### config.mk
export PLATFORM = sky130hd
export DESIGN_NAME = vau_cell
export DESIGN_NICKNAME = d
export VERILOG_FILES = /design/src/hw/rtl/vau_pkg.sv /design/src/hw/rtl/vau_cell.sv
export SDC_FILE = /design/constraint.sdc
export NUM_CORES = 1
export LEC_CHECK = 0
export ABC_AREA = 1
export BUFFER_PORTS_ARGS = -buffer_cell sky130_fd_sc_hd__buf_2
export CAP_MARGIN = 20
export CORE_MARGIN = 2
export CORE_UTILIZATION = 35
export DETAILED_ROUTE_END_ITERATION = 10
export PLACE_DENSITY_LB_ADDON = 0.15
export SLEW_MARGIN = 20
export SYNTH_ARGS = -nofsm -noshare
export SYNTH_HDL_FRONTEND = slang
export SYNTH_SLANG_ARGS = --single-unit
### constraint.sdc
create_clock -name clk -period 6 [get_ports clk]
set_input_delay 0.9 -clock clk [delete_from_list [all_inputs] [get_ports clk]]
set_output_delay 0.9 -clock clk [all_outputs]
set_load 0.02 [all_outputs]
### src/hw/rtl/vau_pkg.sv
// ----------------------------------------------------------------------------
// vau_pkg
// Shared types, constants and the micro-rotation angle table of the
// vector angle unit.
// ----------------------------------------------------------------------------
package vau_pkg;

  // Number of micro-rotations requested, and the size of the angle table.
  localparam int ITERATIONS      = 16;
  localparam int STEP_TABLE_SIZE = 24;
  localparam int NUM_STEPS       = (ITERATIONS < STEP_TABLE_SIZE) ? ITERATIONS
                                                                  : STEP_TABLE_SIZE;
  localparam int STEP_IDX_W      = $clog2(STEP_TABLE_SIZE);

  // Input / output field widths.
  localparam int COORD_W = 16;
  localparam int TURN_W  = 16;

  // Datapath: components scaled by 2^24, |v| * gain stays below 2^42.
  localparam int SCALE_SH = 24;
  localparam int COMP_W   = 44;
  localparam int ANGLE_W  = 32;   // accumulated angle, 2^32 units per turn

  // Request in to result out: entry stage, cells, output register.
  localparam int LATENCY = NUM_STEPS + 2;

  // Axis directions as binary angles.
  localparam logic [TURN_W-1:0] ANGLE_ZERO       = TURN_W'(0);
  localparam logic [TURN_W-1:0] ANGLE_QUARTER    = TURN_W'(16384);
  localparam logic [TURN_W-1:0] ANGLE_HALF       = TURN_W'(32768);
  localparam logic [TURN_W-1:0] ANGLE_THREE_QTR  = TURN_W'(49152);
  localparam logic [ANGLE_W-1:0] ROUND_HALF      = ANGLE_W'(32768);
  localparam logic [ANGLE_W-1:0] HALF_TURN_FINE  = ANGLE_W'(64'h8000_0000);

  // One element of the rotation chain.
  typedef struct packed {
    logic                     valid;
    logic                     special;  // axis or zero vector: angle is final
    logic signed [COMP_W-1:0] cx;
    logic signed [COMP_W-1:0] cy;
    logic [ANGLE_W-1:0]       z;
  } stage_t;

  // atan(2^-i) in units of 2^-32 turn, rounded to nearest.
  function automatic logic [ANGLE_W-1:0] step_angle(input logic [STEP_IDX_W-1:0] idx);
    logic [ANGLE_W-1:0] a;
    unique case (idx)
      5'd0:  a = 32'd536870912;
      5'd1:  a = 32'd316933406;
      5'd2:  a = 32'd167458907;
      5'd3:  a = 32'd85004756;
      5'd4:  a = 32'd42667331;
      5'd5:  a = 32'd21354465;
      5'd6:  a = 32'd10679838;
      5'd7:  a = 32'd5340245;
      5'd8:  a = 32'd2670163;
      5'd9:  a = 32'd1335087;
      5'd10: a = 32'd667544;
      5'd11: a = 32'd333772;
      5'd12: a = 32'd166886;
      5'd13: a = 32'd83443;
      5'd14: a = 32'd41722;
      5'd15: a = 32'd20861;
      5'd16: a = 32'd10430;
      5'd17: a = 32'd5215;
      5'd18: a = 32'd2608;
      5'd19: a = 32'd1304;
      5'd20: a = 32'd652;
      5'd21: a = 32'd326;
      5'd22: a = 32'd163;
      5'd23: a = 32'd81;
      default: a = '0;
    endcase
    return a;
  endfunction

endpackage

### src/hw/rtl/vau_cell.sv
// ----------------------------------------------------------------------------
// vau_cell
// One CORDIC vectoring micro-rotation, registered.
// ----------------------------------------------------------------------------
module vau_cell (
  input  logic                              clk,
  input  logic                              rst,
  input  logic [vau_pkg::STEP_IDX_W-1:0]    step,
  input  vau_pkg::stage_t                   prev,
  output vau_pkg::stage_t                   curr
);
  import vau_pkg::*;

  logic signed [COMP_W-1:0] dx;
  logic signed [COMP_W-1:0] dy;
  logic [ANGLE_W-1:0]       da;
  logic                     rot_cw;
  stage_t                   curr_next;

  always_comb begin
    dx     = prev.cy >>> step;   // arithmetic shift floors
    dy     = prev.cx >>> step;
    da     = step_angle(step);
    rot_cw = !prev.cy[COMP_W-1];
    curr_next = prev;
    curr_next.valid = prev.valid && !rst;
    if (!prev.special) begin
      if (rot_cw) begin
        curr_next.cx = prev.cx + dx;
        curr_next.cy = prev.cy - dy;
        curr_next.z  = prev.z + da;
      end else begin
        curr_next.cx = prev.cx - dx;
        curr_next.cy = prev.cy + dy;
        curr_next.z  = prev.z - da;
      end
    end
  end

  always_ff @(posedge clk) begin
    curr <= curr_next;
  end

endmodule

Yosys cells after proc, flatten, opt, wreduce, memory -nomap -nowiden
Memory sizes are Yosys's and may differ from the RTL's.
Cells that the tools add are included.
Word-level totals
  flip-flop bits (word level): 122
  memory bits (read-only): 960
  bits of input ports: 129
  output and inout port bits: 122
  word-level logic and storage cells: 18
  memories kept: 1
Operators by class
  add/sub/neg operators: 6
  shifts and indexed selects: 2
  mux-type cells: 2
  reductions and logical operators: 2
Memory list
  (no name shown): words 32, width 30, read ports 1, clocked after memory_dff 0, write ports 0, RTL line vau_pkg.sv:47  | unique case (idx)
Operators by type and width (count)
  120-bit 2-to-1 mux: 2
  44-bit adder: 2
  44-bit by 5-bit >>> shifter with 44-bit output: 2
  44-bit subtractor: 2
  32-bit adder: 1
  32-bit subtractor: 1
  1-bit logical AND: 1
  1-bit zero test: 1

Logic depth before layout (Yosys ltp)
  depth in word-level cells: 4
  depth in mapped cells: 38
  gate-level depth less buffers: 36

Worst setup path before layout
No wires, ideal clock.
  path kind: input -> register
  start point: input port step[1] in the netlist's numbering
  end point: register curr[17] in the netlist's numbering
  setup time: 0.114 ns
  arrival time: 4.615 ns
  required time: 5.886 ns
  setup slack: 1.272 ns
  stages: 26
  buffers on the path: 3
  cell sequence: buf_6 inv_2 buf_6 buf_4 ha_1 o21ai_0 nor2_1 a211o_1 inv_1 ha_1 inv_1 nor2_1 nor3b_2 nand2_1 o21ai_0 xor2_1 ha_1 a21oi_1 o21ai_0 a31o_2 nand2_1 nand2_1 a21o_1 or2_2 nand3_1 nand2_1
RTL lines
  start: declaration: RTL line vau_cell.sv:8  | input logic [vau_pkg::STEP_IDX_W-1:0] step,
  end signal: assignment: RTL line vau_cell.sv:41  | curr <= curr_next;
  end: declaration: RTL line vau_cell.sv:10  | output vau_pkg::stage_t curr

==> results.toml <==
[drt]
route.final.wire_length_mm = 88.5
firstDrtPassIters = 5
avgRoutedWirePerCell_um = 18.6
drtIter0Drc = 1999
via_per_inst = 5.28
via_count = 25200
drt.antenna.violating_nets = 0
drc = 0

[timing]
slew_at_the_pin_with_the_worst_max_slew_slack_ps = 840
timing.slew.headroom_pct = 44.0
report.final.setup_viol = 0
report.final.hold_viol_count = 0
finalHoldWorstSlack_ps = 550
finalCritPeriodShare_pct = 89.6
setup_total_negative_slack_ps = 0
final_max_slew_viol_count = 0
timing.fmax_ghz = 0.186
timing.final.crit_period_ps = 5380
rsz0062_at_grt = "false"

[job]
timing.max_cap.violations = 0

[finish]
non_filler_cells_in_the_finished_layout = 4764
layout_commonest_cell = "sky130_fd_sc_hd__nand2_1"
fin_util_pct = 40.3
final_cell_mix = "sky130_fd_sc_hd__nand2_1 (1271), sky130_fd_sc_hd__nand3_1 (587), sky130_fd_sc_hd__inv_1 (362)"
n_fill_cell = 6714
reg_top3 = "curr x122"
share_of_post_route_cells_with_drive_strength_above_1_pct = 12.4
synth_to_final_area_change_pct = 13.5
registers.top_by_ff_count = "curr"
fin_nets = 4253
largest_register_ffs = 122

[critical_path]
cpLargestDelayFamily = "simple AND/OR/NAND/NOR gates"
worst-endpoint-required_ps = 6410
critical-path-top-cell-by-count = "sky130_fd_sc_hd__nand3_1"
slowest_delay_ps = 470
worst-endpoint-arrival_ps = 5790
crit_buf_inv = 4
crit_type = "input port to register"
setup.worst_path.end_class = "register"
worstPathMaxFanout = 81
timing.critical_path.slowest_stage_cell = "sky130_fd_sc_hd__nor4_1"
crit_path_start_kind = "input port"

[min_path]
whs_endpoint = "curr[121]"
hold_start = "rst"
worstHoldPathType = "input port to register"
whs_path_depth = 2

[die]
die_height_um = 246
die-width_um = 246
rows = 88
floorplan.initialDensity_pct = 35.5
die_area_um2 = 60400
design.portCount = 251
floorplan.core_area_um2 = 57700

[clock_tree]
cts-resized-gates = 0
clkTransAtPathRegs_ps = 60
tritoncts_clock_tree = "done"
h_tree_lvls = 4
post-cts-setup-buffers = 0
tritoncts_sink_count = 122
ctsHoldBuffers = 0
tritoncts.num_buffers = 17
root_buffer = "sky130_fd_sc_hd__clkbuf_16"
cts-root-to-sink-buffers = 2

[power]
net-switching-power_w = 0.00264
power.static_leakage_nw = 12.2
share_of_power_burned_in_combinational_logic_pct = 59.6
power.share.switching_pct = 48.7
seq_power_share_pct = 18.6
overall_power_of_the_completed_layout_w = 0.00543
p_clk_share_pct = 21.8
internal_power_w = 0.00278
power-per-cell-area_nw_per_um2 = 234
vdd_ir_drop_max_uv = 254

[yosys]
number_of_flops_mapped_to_enable_cells_by_yosys = 0
netlist_instances = 3782
yosys_most_used_dff = "sky130_fd_sc_hd__dfxtp_1"
yosysUniqueCellTypes = 59
yosysSeqAreaShare_pct = 11.9
syn-cell-area_um2 = 20500
synth.avg_cell_area_um2 = 5.41
ys.warnings.count = 0
synth-seq-cells = 122
ys_async_sr_fraction_pct = 0
synth.net_count = 4051

[status]
outcome = "finished, final reports clean"

[grt]
grt_start_max_net_pins = 111
antenna_found_initial = 3
global_route.usage.total_pct = 28.8
number_of_global_route_vias_before_repair = 23900
first_pass_grt_wire_length_mm = 135
global_route.overflow_total = 0

[placement]
hpwl_mm = 74.3
cell_total_after_placement = 4730
number_of_i_o_port_buffers = 250
routabilityCongestion = 0.979
synth_stat cells (26+ instances only):
cell                       instances  area share, %
sky130_fd_sc_hd__inv_1           364            6.7
sky130_fd_sc_hd__o21ai_0         186            4.5
sky130_fd_sc_hd__xnor2_1          35            1.5
sky130_fd_sc_hd__nand3_1         587             14
sky130_fd_sc_hd__nor2_1          311            5.7
sky130_fd_sc_hd__a31oi_1          41            1.3
sky130_fd_sc_hd__buf_2            38           0.93
sky130_fd_sc_hd__nand2_1        1271             23
sky130_fd_sc_hd__a21oi_1         178            4.4
sky130_fd_sc_hd__ha_1            137            8.4
sky130_fd_sc_hd__clkbuf_1         47           0.86
sky130_fd_sc_hd__buf_1            26           0.48
sky130_fd_sc_hd__xor2_1           62            2.7
sky130_fd_sc_hd__nor3_1           26           0.64
sky130_fd_sc_hd__nand4_1          34            1.0
sky130_fd_sc_hd__dfxtp_1         122             12
sky130_fd_sc_hd__or2_2            64            2.0
power groups by stage:
stage | Sequential (W) | Combinational [W] | Clock [W]
floorplan | 0.00124 | 0.00200 | 0
global placement | 0.00103 | 0.00320 | 0
finish | 0.00101 | 0.00323 | 0.00118
detailed placement | 0.00103 | 0.00319 | 0
CTS | 0.00101 | 0.00321 | 0.00122
global route | 0.00103 | 0.00360 | 0.00124
through the flow:
step,area [um^2],setup slack (ps)
final,23200,622
after global routing,23200,174
after CTS,23200,685
after detailed placement,22600,170
after global placement,22600,245
after floorplan,20500,1270
layer usage:
metal  part of all wire (%)  vias up  GRT usage [%]  wire (um)
met5                      0        -              0          0
met3                    5.1      147           3.38       4530
met2                     45      792           47.3      40300
met4                    4.1        0           12.8       3640
li1                       -    12800              -          -
met1                     45    11400           37.7      40100
worst max path at each step:
stage / start / to / cells after the start
global placement: step[1] / curr[74] / 27
detailed placement: step[1] / curr[74] / 27
global route: step[1] / curr[74] / 29
floorplan: step[1] / curr[17] / 26
finish: step[1] / curr[74] / 27
CTS: step[1] / curr[74] / 27
cell type report:
type / instances / area, um^2 / share of cell area [%]
antenna: 3 / 7.51 / 0.0323
sequential: 122 / 2440 / 10.5
clock inverter: 7 / 164 / 0.706
multi-input combinational: 3142 / 15900 / 68.2
inverter: 380 / 1430 / 6.16
timing repair buffer: 321 / 1900 / 8.20
tap: 765 / 957 / 4.12
clock buffer: 24 / 472 / 2.03
logic make-up after synthesis:
group / after synthesis / share of synthesized area (%)
XOR/XNOR: 97 / 4.15
buffers and inverters: 518 / 10.6
flip-flops: 122 / 11.9
AND/OR/NAND/NOR: 2383 / 50.2
AO/OA/AOI/OAI: 522 / 14.4
adder cells (fa/ha/maj): 140 / 8.67
Power figures use the tool's default switching activity.
