$ cat config.mk
export PLATFORM = sky130hd
export DESIGN_NAME = vau_prep
export DESIGN_NICKNAME = d
export VERILOG_FILES = /design/src/hw/rtl/vau_pkg.sv /design/src/hw/rtl/vau_prep.sv
export SDC_FILE = /design/constraint.sdc
export NUM_CORES = 1
export LEC_CHECK = 0
export BUFFER_PORTS_ARGS = -buffer_cell sky130_fd_sc_hd__buf_2
export CAP_MARGIN = 20
export CORE_MARGIN = 4
export CORE_UTILIZATION = 40
export CTS_CLUSTER_DIAMETER = 60
export DETAILED_ROUTE_END_ITERATION = 10
export GPL_TIMING_DRIVEN = 0
export PLACE_DENSITY = 0.77
export SETUP_SLACK_MARGIN = 0.05
export SLEW_MARGIN = 20
export SYNTH_ARGS = -nofsm -noshare
export SYNTH_HDL_FRONTEND = slang
export SYNTH_SLANG_ARGS = --single-unit
$ cat constraint.sdc
create_clock -name clk -period 2 [get_ports clk]
set_input_delay 0.4 -clock clk [delete_from_list [all_inputs] [get_ports clk]]
set_output_delay 0.4 -clock clk [all_outputs]
set_load 0.01 [all_outputs]
$ cat src/hw/rtl/vau_pkg.sv
// ----------------------------------------------------------------------------
// vau_pkg
// Shared types, constants and the micro-rotation angle table of the
// vector angle unit.
// ----------------------------------------------------------------------------
package vau_pkg;

  // Number of micro-rotations requested, and the size of the angle table.
  localparam int ITERATIONS      = 16;
  localparam int STEP_TABLE_SIZE = 24;
  localparam int NUM_STEPS       = (ITERATIONS < STEP_TABLE_SIZE) ? ITERATIONS
                                                                  : STEP_TABLE_SIZE;
  localparam int STEP_IDX_W      = $clog2(STEP_TABLE_SIZE);

  // Input / output field widths.
  localparam int COORD_W = 16;
  localparam int TURN_W  = 16;

  // Datapath: components scaled by 2^24, |v| * gain stays below 2^42.
  localparam int SCALE_SH = 24;
  localparam int COMP_W   = 44;
  localparam int ANGLE_W  = 32;   // accumulated angle, 2^32 units per turn

  // Request in to result out: entry stage, cells, output register.
  localparam int LATENCY = NUM_STEPS + 2;

  // Axis directions as binary angles.
  localparam logic [TURN_W-1:0] ANGLE_ZERO       = TURN_W'(0);
  localparam logic [TURN_W-1:0] ANGLE_QUARTER    = TURN_W'(16384);
  localparam logic [TURN_W-1:0] ANGLE_HALF       = TURN_W'(32768);
  localparam logic [TURN_W-1:0] ANGLE_THREE_QTR  = TURN_W'(49152);
  localparam logic [ANGLE_W-1:0] ROUND_HALF      = ANGLE_W'(32768);
  localparam logic [ANGLE_W-1:0] HALF_TURN_FINE  = ANGLE_W'(64'h8000_0000);

  // One element of the rotation chain.
  typedef struct packed {
    logic                     valid;
    logic                     special;  // axis or zero vector: angle is final
    logic signed [COMP_W-1:0] cx;
    logic signed [COMP_W-1:0] cy;
    logic [ANGLE_W-1:0]       z;
  } stage_t;

  // atan(2^-i) in units of 2^-32 turn, rounded to nearest.
  function automatic logic [ANGLE_W-1:0] step_angle(input logic [STEP_IDX_W-1:0] idx);
    logic [ANGLE_W-1:0] a;
    unique case (idx)
      5'd0:  a = 32'd536870912;
      5'd1:  a = 32'd316933406;
      5'd2:  a = 32'd167458907;
      5'd3:  a = 32'd85004756;
      5'd4:  a = 32'd42667331;
      5'd5:  a = 32'd21354465;
      5'd6:  a = 32'd10679838;
      5'd7:  a = 32'd5340245;
      5'd8:  a = 32'd2670163;
      5'd9:  a = 32'd1335087;
      5'd10: a = 32'd667544;
      5'd11: a = 32'd333772;
      5'd12: a = 32'd166886;
      5'd13: a = 32'd83443;
      5'd14: a = 32'd41722;
      5'd15: a = 32'd20861;
      5'd16: a = 32'd10430;
      5'd17: a = 32'd5215;
      5'd18: a = 32'd2608;
      5'd19: a = 32'd1304;
      5'd20: a = 32'd652;
      5'd21: a = 32'd326;
      5'd22: a = 32'd163;
      5'd23: a = 32'd81;
      default: a = '0;
    endcase
    return a;
  endfunction

endpackage

$ cat src/hw/rtl/vau_prep.sv
// ----------------------------------------------------------------------------
// vau_prep
// Entry stage: axis / zero detection, half-turn fold of the left half
// plane, scaling of the components.
// ----------------------------------------------------------------------------
module vau_prep (
  input  logic                            clk,
  input  logic                            rst,
  input  logic                            start,
  input  logic signed [vau_pkg::COORD_W-1:0] x_coord,
  input  logic signed [vau_pkg::COORD_W-1:0] y_coord,
  output vau_pkg::stage_t                 head
);
  import vau_pkg::*;

  logic                    x_neg;
  logic                    x_zero;
  logic                    y_zero;
  logic signed [COORD_W:0] xs;
  logic signed [COORD_W:0] ys;
  logic signed [COORD_W:0] xa;
  logic signed [COORD_W:0] ya;
  logic [TURN_W-1:0]       axis_angle;
  stage_t                  head_next;

  always_comb begin
    x_neg  = x_coord[COORD_W-1];
    x_zero = (x_coord == '0);
    y_zero = (y_coord == '0);
    xs     = {x_coord[COORD_W-1], x_coord};
    ys     = {y_coord[COORD_W-1], y_coord};
    xa     = x_neg ? -xs : xs;
    ya     = x_neg ? -ys : ys;

    priority if (y_zero) begin
      axis_angle = x_neg ? ANGLE_HALF : ANGLE_ZERO;    // covers the zero vector
    end else if (x_zero) begin
      axis_angle = y_coord[COORD_W-1] ? ANGLE_THREE_QTR : ANGLE_QUARTER;
    end else begin
      axis_angle = ANGLE_ZERO;
    end

    // synchronous reset clears the valid bit only
    head_next.valid   = start && !rst;
    head_next.special = x_zero || y_zero;
    head_next.cx      = {{(COMP_W-COORD_W-1-SCALE_SH){xa[COORD_W]}}, xa, SCALE_SH'(0)};
    head_next.cy      = {{(COMP_W-COORD_W-1-SCALE_SH){ya[COORD_W]}}, ya, SCALE_SH'(0)};
    // Axis cases carry their final angle; the rest start from the fold base.
    if (x_zero || y_zero) begin
      head_next.z = {axis_angle, (ANGLE_W-TURN_W)'(0)};
    end else begin
      head_next.z = x_neg ? HALF_TURN_FINE : '0;
    end
  end

  always_ff @(posedge clk) begin
    head <= head_next;
  end

endmodule

* Yosys cells after proc, flatten, opt, wreduce, memory -nomap -nowiden
Cells that the tools add are included.
Storage, ports and cells: register bits after elaboration 68, input port bits 35, logic and storage cells 22
Operators by class: $add $sub $neg 2, mux-type cells 8, reductions and logical operators 5
Operators by type and width (count):
- 16-bit 2-to-1 mux | 4
- 32-bit 2-to-1 mux | 2
- 17-bit 2-to-1 mux | 2
- 16-bit negation with 17-bit output | 2
- 16-bit zero test | 2
- 1-bit logical AND | 1
- 1-bit zero test | 1
- 1-bit logical OR | 1

* Logic depth before layout (Yosys ltp)
depth after elaboration 4, depth in mapped cells 6, mapped depth without buffers 6

* Worst setup path before layout
OpenSTA, ideal clock, no wires.
path type input-to-reg, start point input port y_coord[1] in the netlist's numbering, end point register head[30] in the netlist's numbering, arrival 1.488 ns, path slack 0.397 ns, cell stages on the path 6, cell sequence inv_1 -> ha_1 -> nor4b_2 -> nand4_1 -> or3_1 -> and3_1
Between the ends: word-level cells in the longest chain between the ends 3
Ends and longest elaborated chain:
- start, declared | line vau_prep.sv:11 | input logic signed [vau_pkg::COORD_W-1:0] y_coord,
- 16-bit zero test (*) | line vau_prep.sv:29 | y_zero = (y_coord == '0);
- 16-bit 2-to-1 mux or 1-bit logical OR (tied branches) | line vau_prep.sv:35, vau_prep.sv:49
- 32-bit 2-to-1 mux (*) | line vau_prep.sv:49 | if (x_zero || y_zero) begin
- end signal, assigned | line vau_prep.sv:57 | head <= head_next;
- end, declared | line vau_prep.sv:12 | output vau_pkg::stage_t head
Every way passes the cells marked *; elsewhere a longest branch is shown, timed or not. A chain may end at the register's enable or synchronous reset.

* Worst setup path in the final report
Ends and elaborated chain as after synthesis.

==> results.toml <==
[yosys]
synth_common_cells = "buf_4 (84), dfxtp_1 (38), xnor2_1 (26)"
yosys.area.top_type_share = 0.365
yosysSeqAreaShare = 0.365
syn_inst = 227
ys_ff_latch = 38
avgSynthCellArea_um2 = 9.18
ys.flop_type = "dfxtp_1"
yosysMostFrequentCell = "buf_4"
synth_edf_count = 0
synth_top_area_cell = "dfxtp_1"
synth_area_leaders = "dfxtp_1 (37%), buf_4 (30%), xnor2_1 (11%), o31ai_1 (3.6%), nand2_1 (2.7%)"
synth_area_mm2 = 0.00208
synth_async_sr_flop_share = 0
ys_warn_count = 0
ys_types = 30

[route]
vias_per_cell = 3.75
via_count = 1731
ant_nets = 0
drcViolationCount = 0
drt_first_pass_iters = 4
routed_wl_um = 4320
drtIter0Drc = 41
routedWlPerCell_um = 9.38

[clock_network]
tritoncts = "done"
htree_num_levels = 2
clk_pin_slew_ns = 0.07
ctsHoldBuffers = 0
cts.sinks = 38
cts-buffers-inserted = 5
ctsLongestPathBuffers = 2
cts-root-buf = "clkbuf_8"
postCtsSetupRepairBufs = 0
cts-resized-gates = 0

[critical_path]
worstSetupStartpointType = "input port"
critical_path_required_ns = 2.17
worstPathArrival_ns = 1.77
slowest_delay_ns = 0.36
worstPathCellList = "buf_2 > inv_1 > ha_1 > nor4b_2 > nand4_1 > or3_1 > and3_1"
critical_path_buf_inv_count = 2
cpMaxStageDelayCell = "or3_1"
critPathKind = "in -> reg"
crit_fanout = 3
crit_path_end_kind = "flip-flop"
critPathTopFamily = "simple AND/OR/NAND/NOR gates"

[timing]
grt_setup_unrepaired = "false"
setup_violations = 0
hold_viol_final = 0
slew_violations = 0
min_period_over_period = 0.801
clock.fmax_mhz = 625
min_period_ns = 1.60
tns_ns = 0

[min_path]
min_path_type = "in -> reg"
holdPathStages = 1
hold_start = "x_coord[0]"
min_to = "head[100]"

[floorplan]
dieArea_mm2 = 0.00643
fp.dieW_um = 80.2
die_h_um = 80.2
core_mm2 = 0.00507
placementRows = 26
initial_core_util = 0.411
ios = 157

[global_route]
grt_max_degree = 12
grt_use_total = 0.124
grt_antenna_before_repair = 0
overflow = 0
grt_pass1_vias = 1621
grt_pass1_wl_um = 6400

[place]
gp_congestion = 0.828
hpwlAfterDp_um = 3820
io_buffers = 78
place_area_mm2 = 0.00285

[cells_and_area]
n_antenna_cell = 0
top_register = "head"
final_nets = 427
reg_top3 = "head: 38 flops"
stdcell_area_mm2 = 0.00295
fillers = 452
largest_register_ff_count = 38
drive_gt1_frac = 0.445
syn2layout_area_growth_pct = 41.4

[power]
p_leak_nw = 1.62
ir_worst_vdd_v = 0.000319
p_per_area_mw_per_mm2 = 627

[job]
maxCapViolCount = 0

[run_status]
outcome = "finished, final reports clean"
layout by cell type, fill, tap and decap left out, drive strengths merged, types with 2 or more instances in the layout:
cell type and instances:
nor4 2, o31ai 10, nand3 3, conb 79, inv 7, nand2b 2
buf 162, xnor2 26, or4 2, o21ai 9, dfxtp 38, clkbuf 10
nor2 6, nor3 4, ha 2, or3 2, o41ai 3, nand2 15
layer usage:
| metal | vias up | part of all wire | GRT usage |
|---|---|---|---|
| met3 | 8 | 0.11 | 0.0359 |
| li1 | 904 | - | - |
| met4 | 0 | 0.020 | 0.0557 |
| met5 | - | 0 | 0 |
| met1 | 720 | 0.37 | 0.123 |
| met2 | 99 | 0.50 | 0.235 |
worst max path at each step:
stage | start | endpoint | slack, ns | depth (start not counted)
after floorplan | y_coord[1] | head[30] | 0.40 | 6
after global placement | y_coord[1] | head[30] | 0.13 | 7
after detailed placement | y_coord[0] | head[30] | 0.09 | 7
after CTS | y_coord[1] | head[30] | 0.39 | 7
after global routing | y_coord[1] | head[30] | 0.29 | 7
final | y_coord[1] | head[30] | 0.40 | 7
logic make-up after synthesis:
| group | share of synthesized area |
|---|---|
| buffers and inverters | 0.321 |
| AND/OR/NAND/NOR | 0.109 |
| flip-flops | 0.365 |
| XOR/XNOR | 0.114 |
| AO/OA/AOI/OAI | 0.0727 |
| adder cells (fa/ha/maj) | 0.0120 |
| other | 0.00180 |
| multiplexers | 0.00480 |
report_power, final:
| group | switching (mW) | internal (mW) | leakage [nW] | total [mW] |
|---|---|---|---|---|
| sequential | 0.0174 | 0.828 | 0.319 | 0.845 |
| clock | 0.240 | 0.278 | 0.0482 | 0.518 |
| combinational | 0.245 | 0.239 | 1.25 | 0.484 |
| total | 0.502 | 1.34 | 1.62 | 1.85 |
area by class of cell:
type	count	area [um^2]	share of cell area
tap	70	87.6	0.0297
multi-input combinational	173	947	0.322
inverter	7	26.3	0.00892
clock inverter	1	5.00	0.00170
clock buffer	7	86.3	0.0293
buffer	87	642	0.218
timing repair buffer	78	390	0.133
sequential	38	761	0.258
metrics by stage:
stage / hold WS, ns / power [mW] / std cells / util / setup slack (ns)
3_5_place_dp: 0.552 / 1.34 / 453 / 0.562 / 0.0943
2_1_floorplan: 0.428 / 1.19 / 305 / - / 0.397
5_1_grt: 0.259 / 1.96 / 461 / 0.580 / 0.289
3_3_place_gp: 0.548 / 1.33 / 453 / 0.562 / 0.125
6_report: 0.262 / 1.85 / 461 / 0.580 / 0.399
4_1_cts: 0.258 / 1.86 / 461 / 0.580 / 0.387
Power figures use the tool's default switching activity.
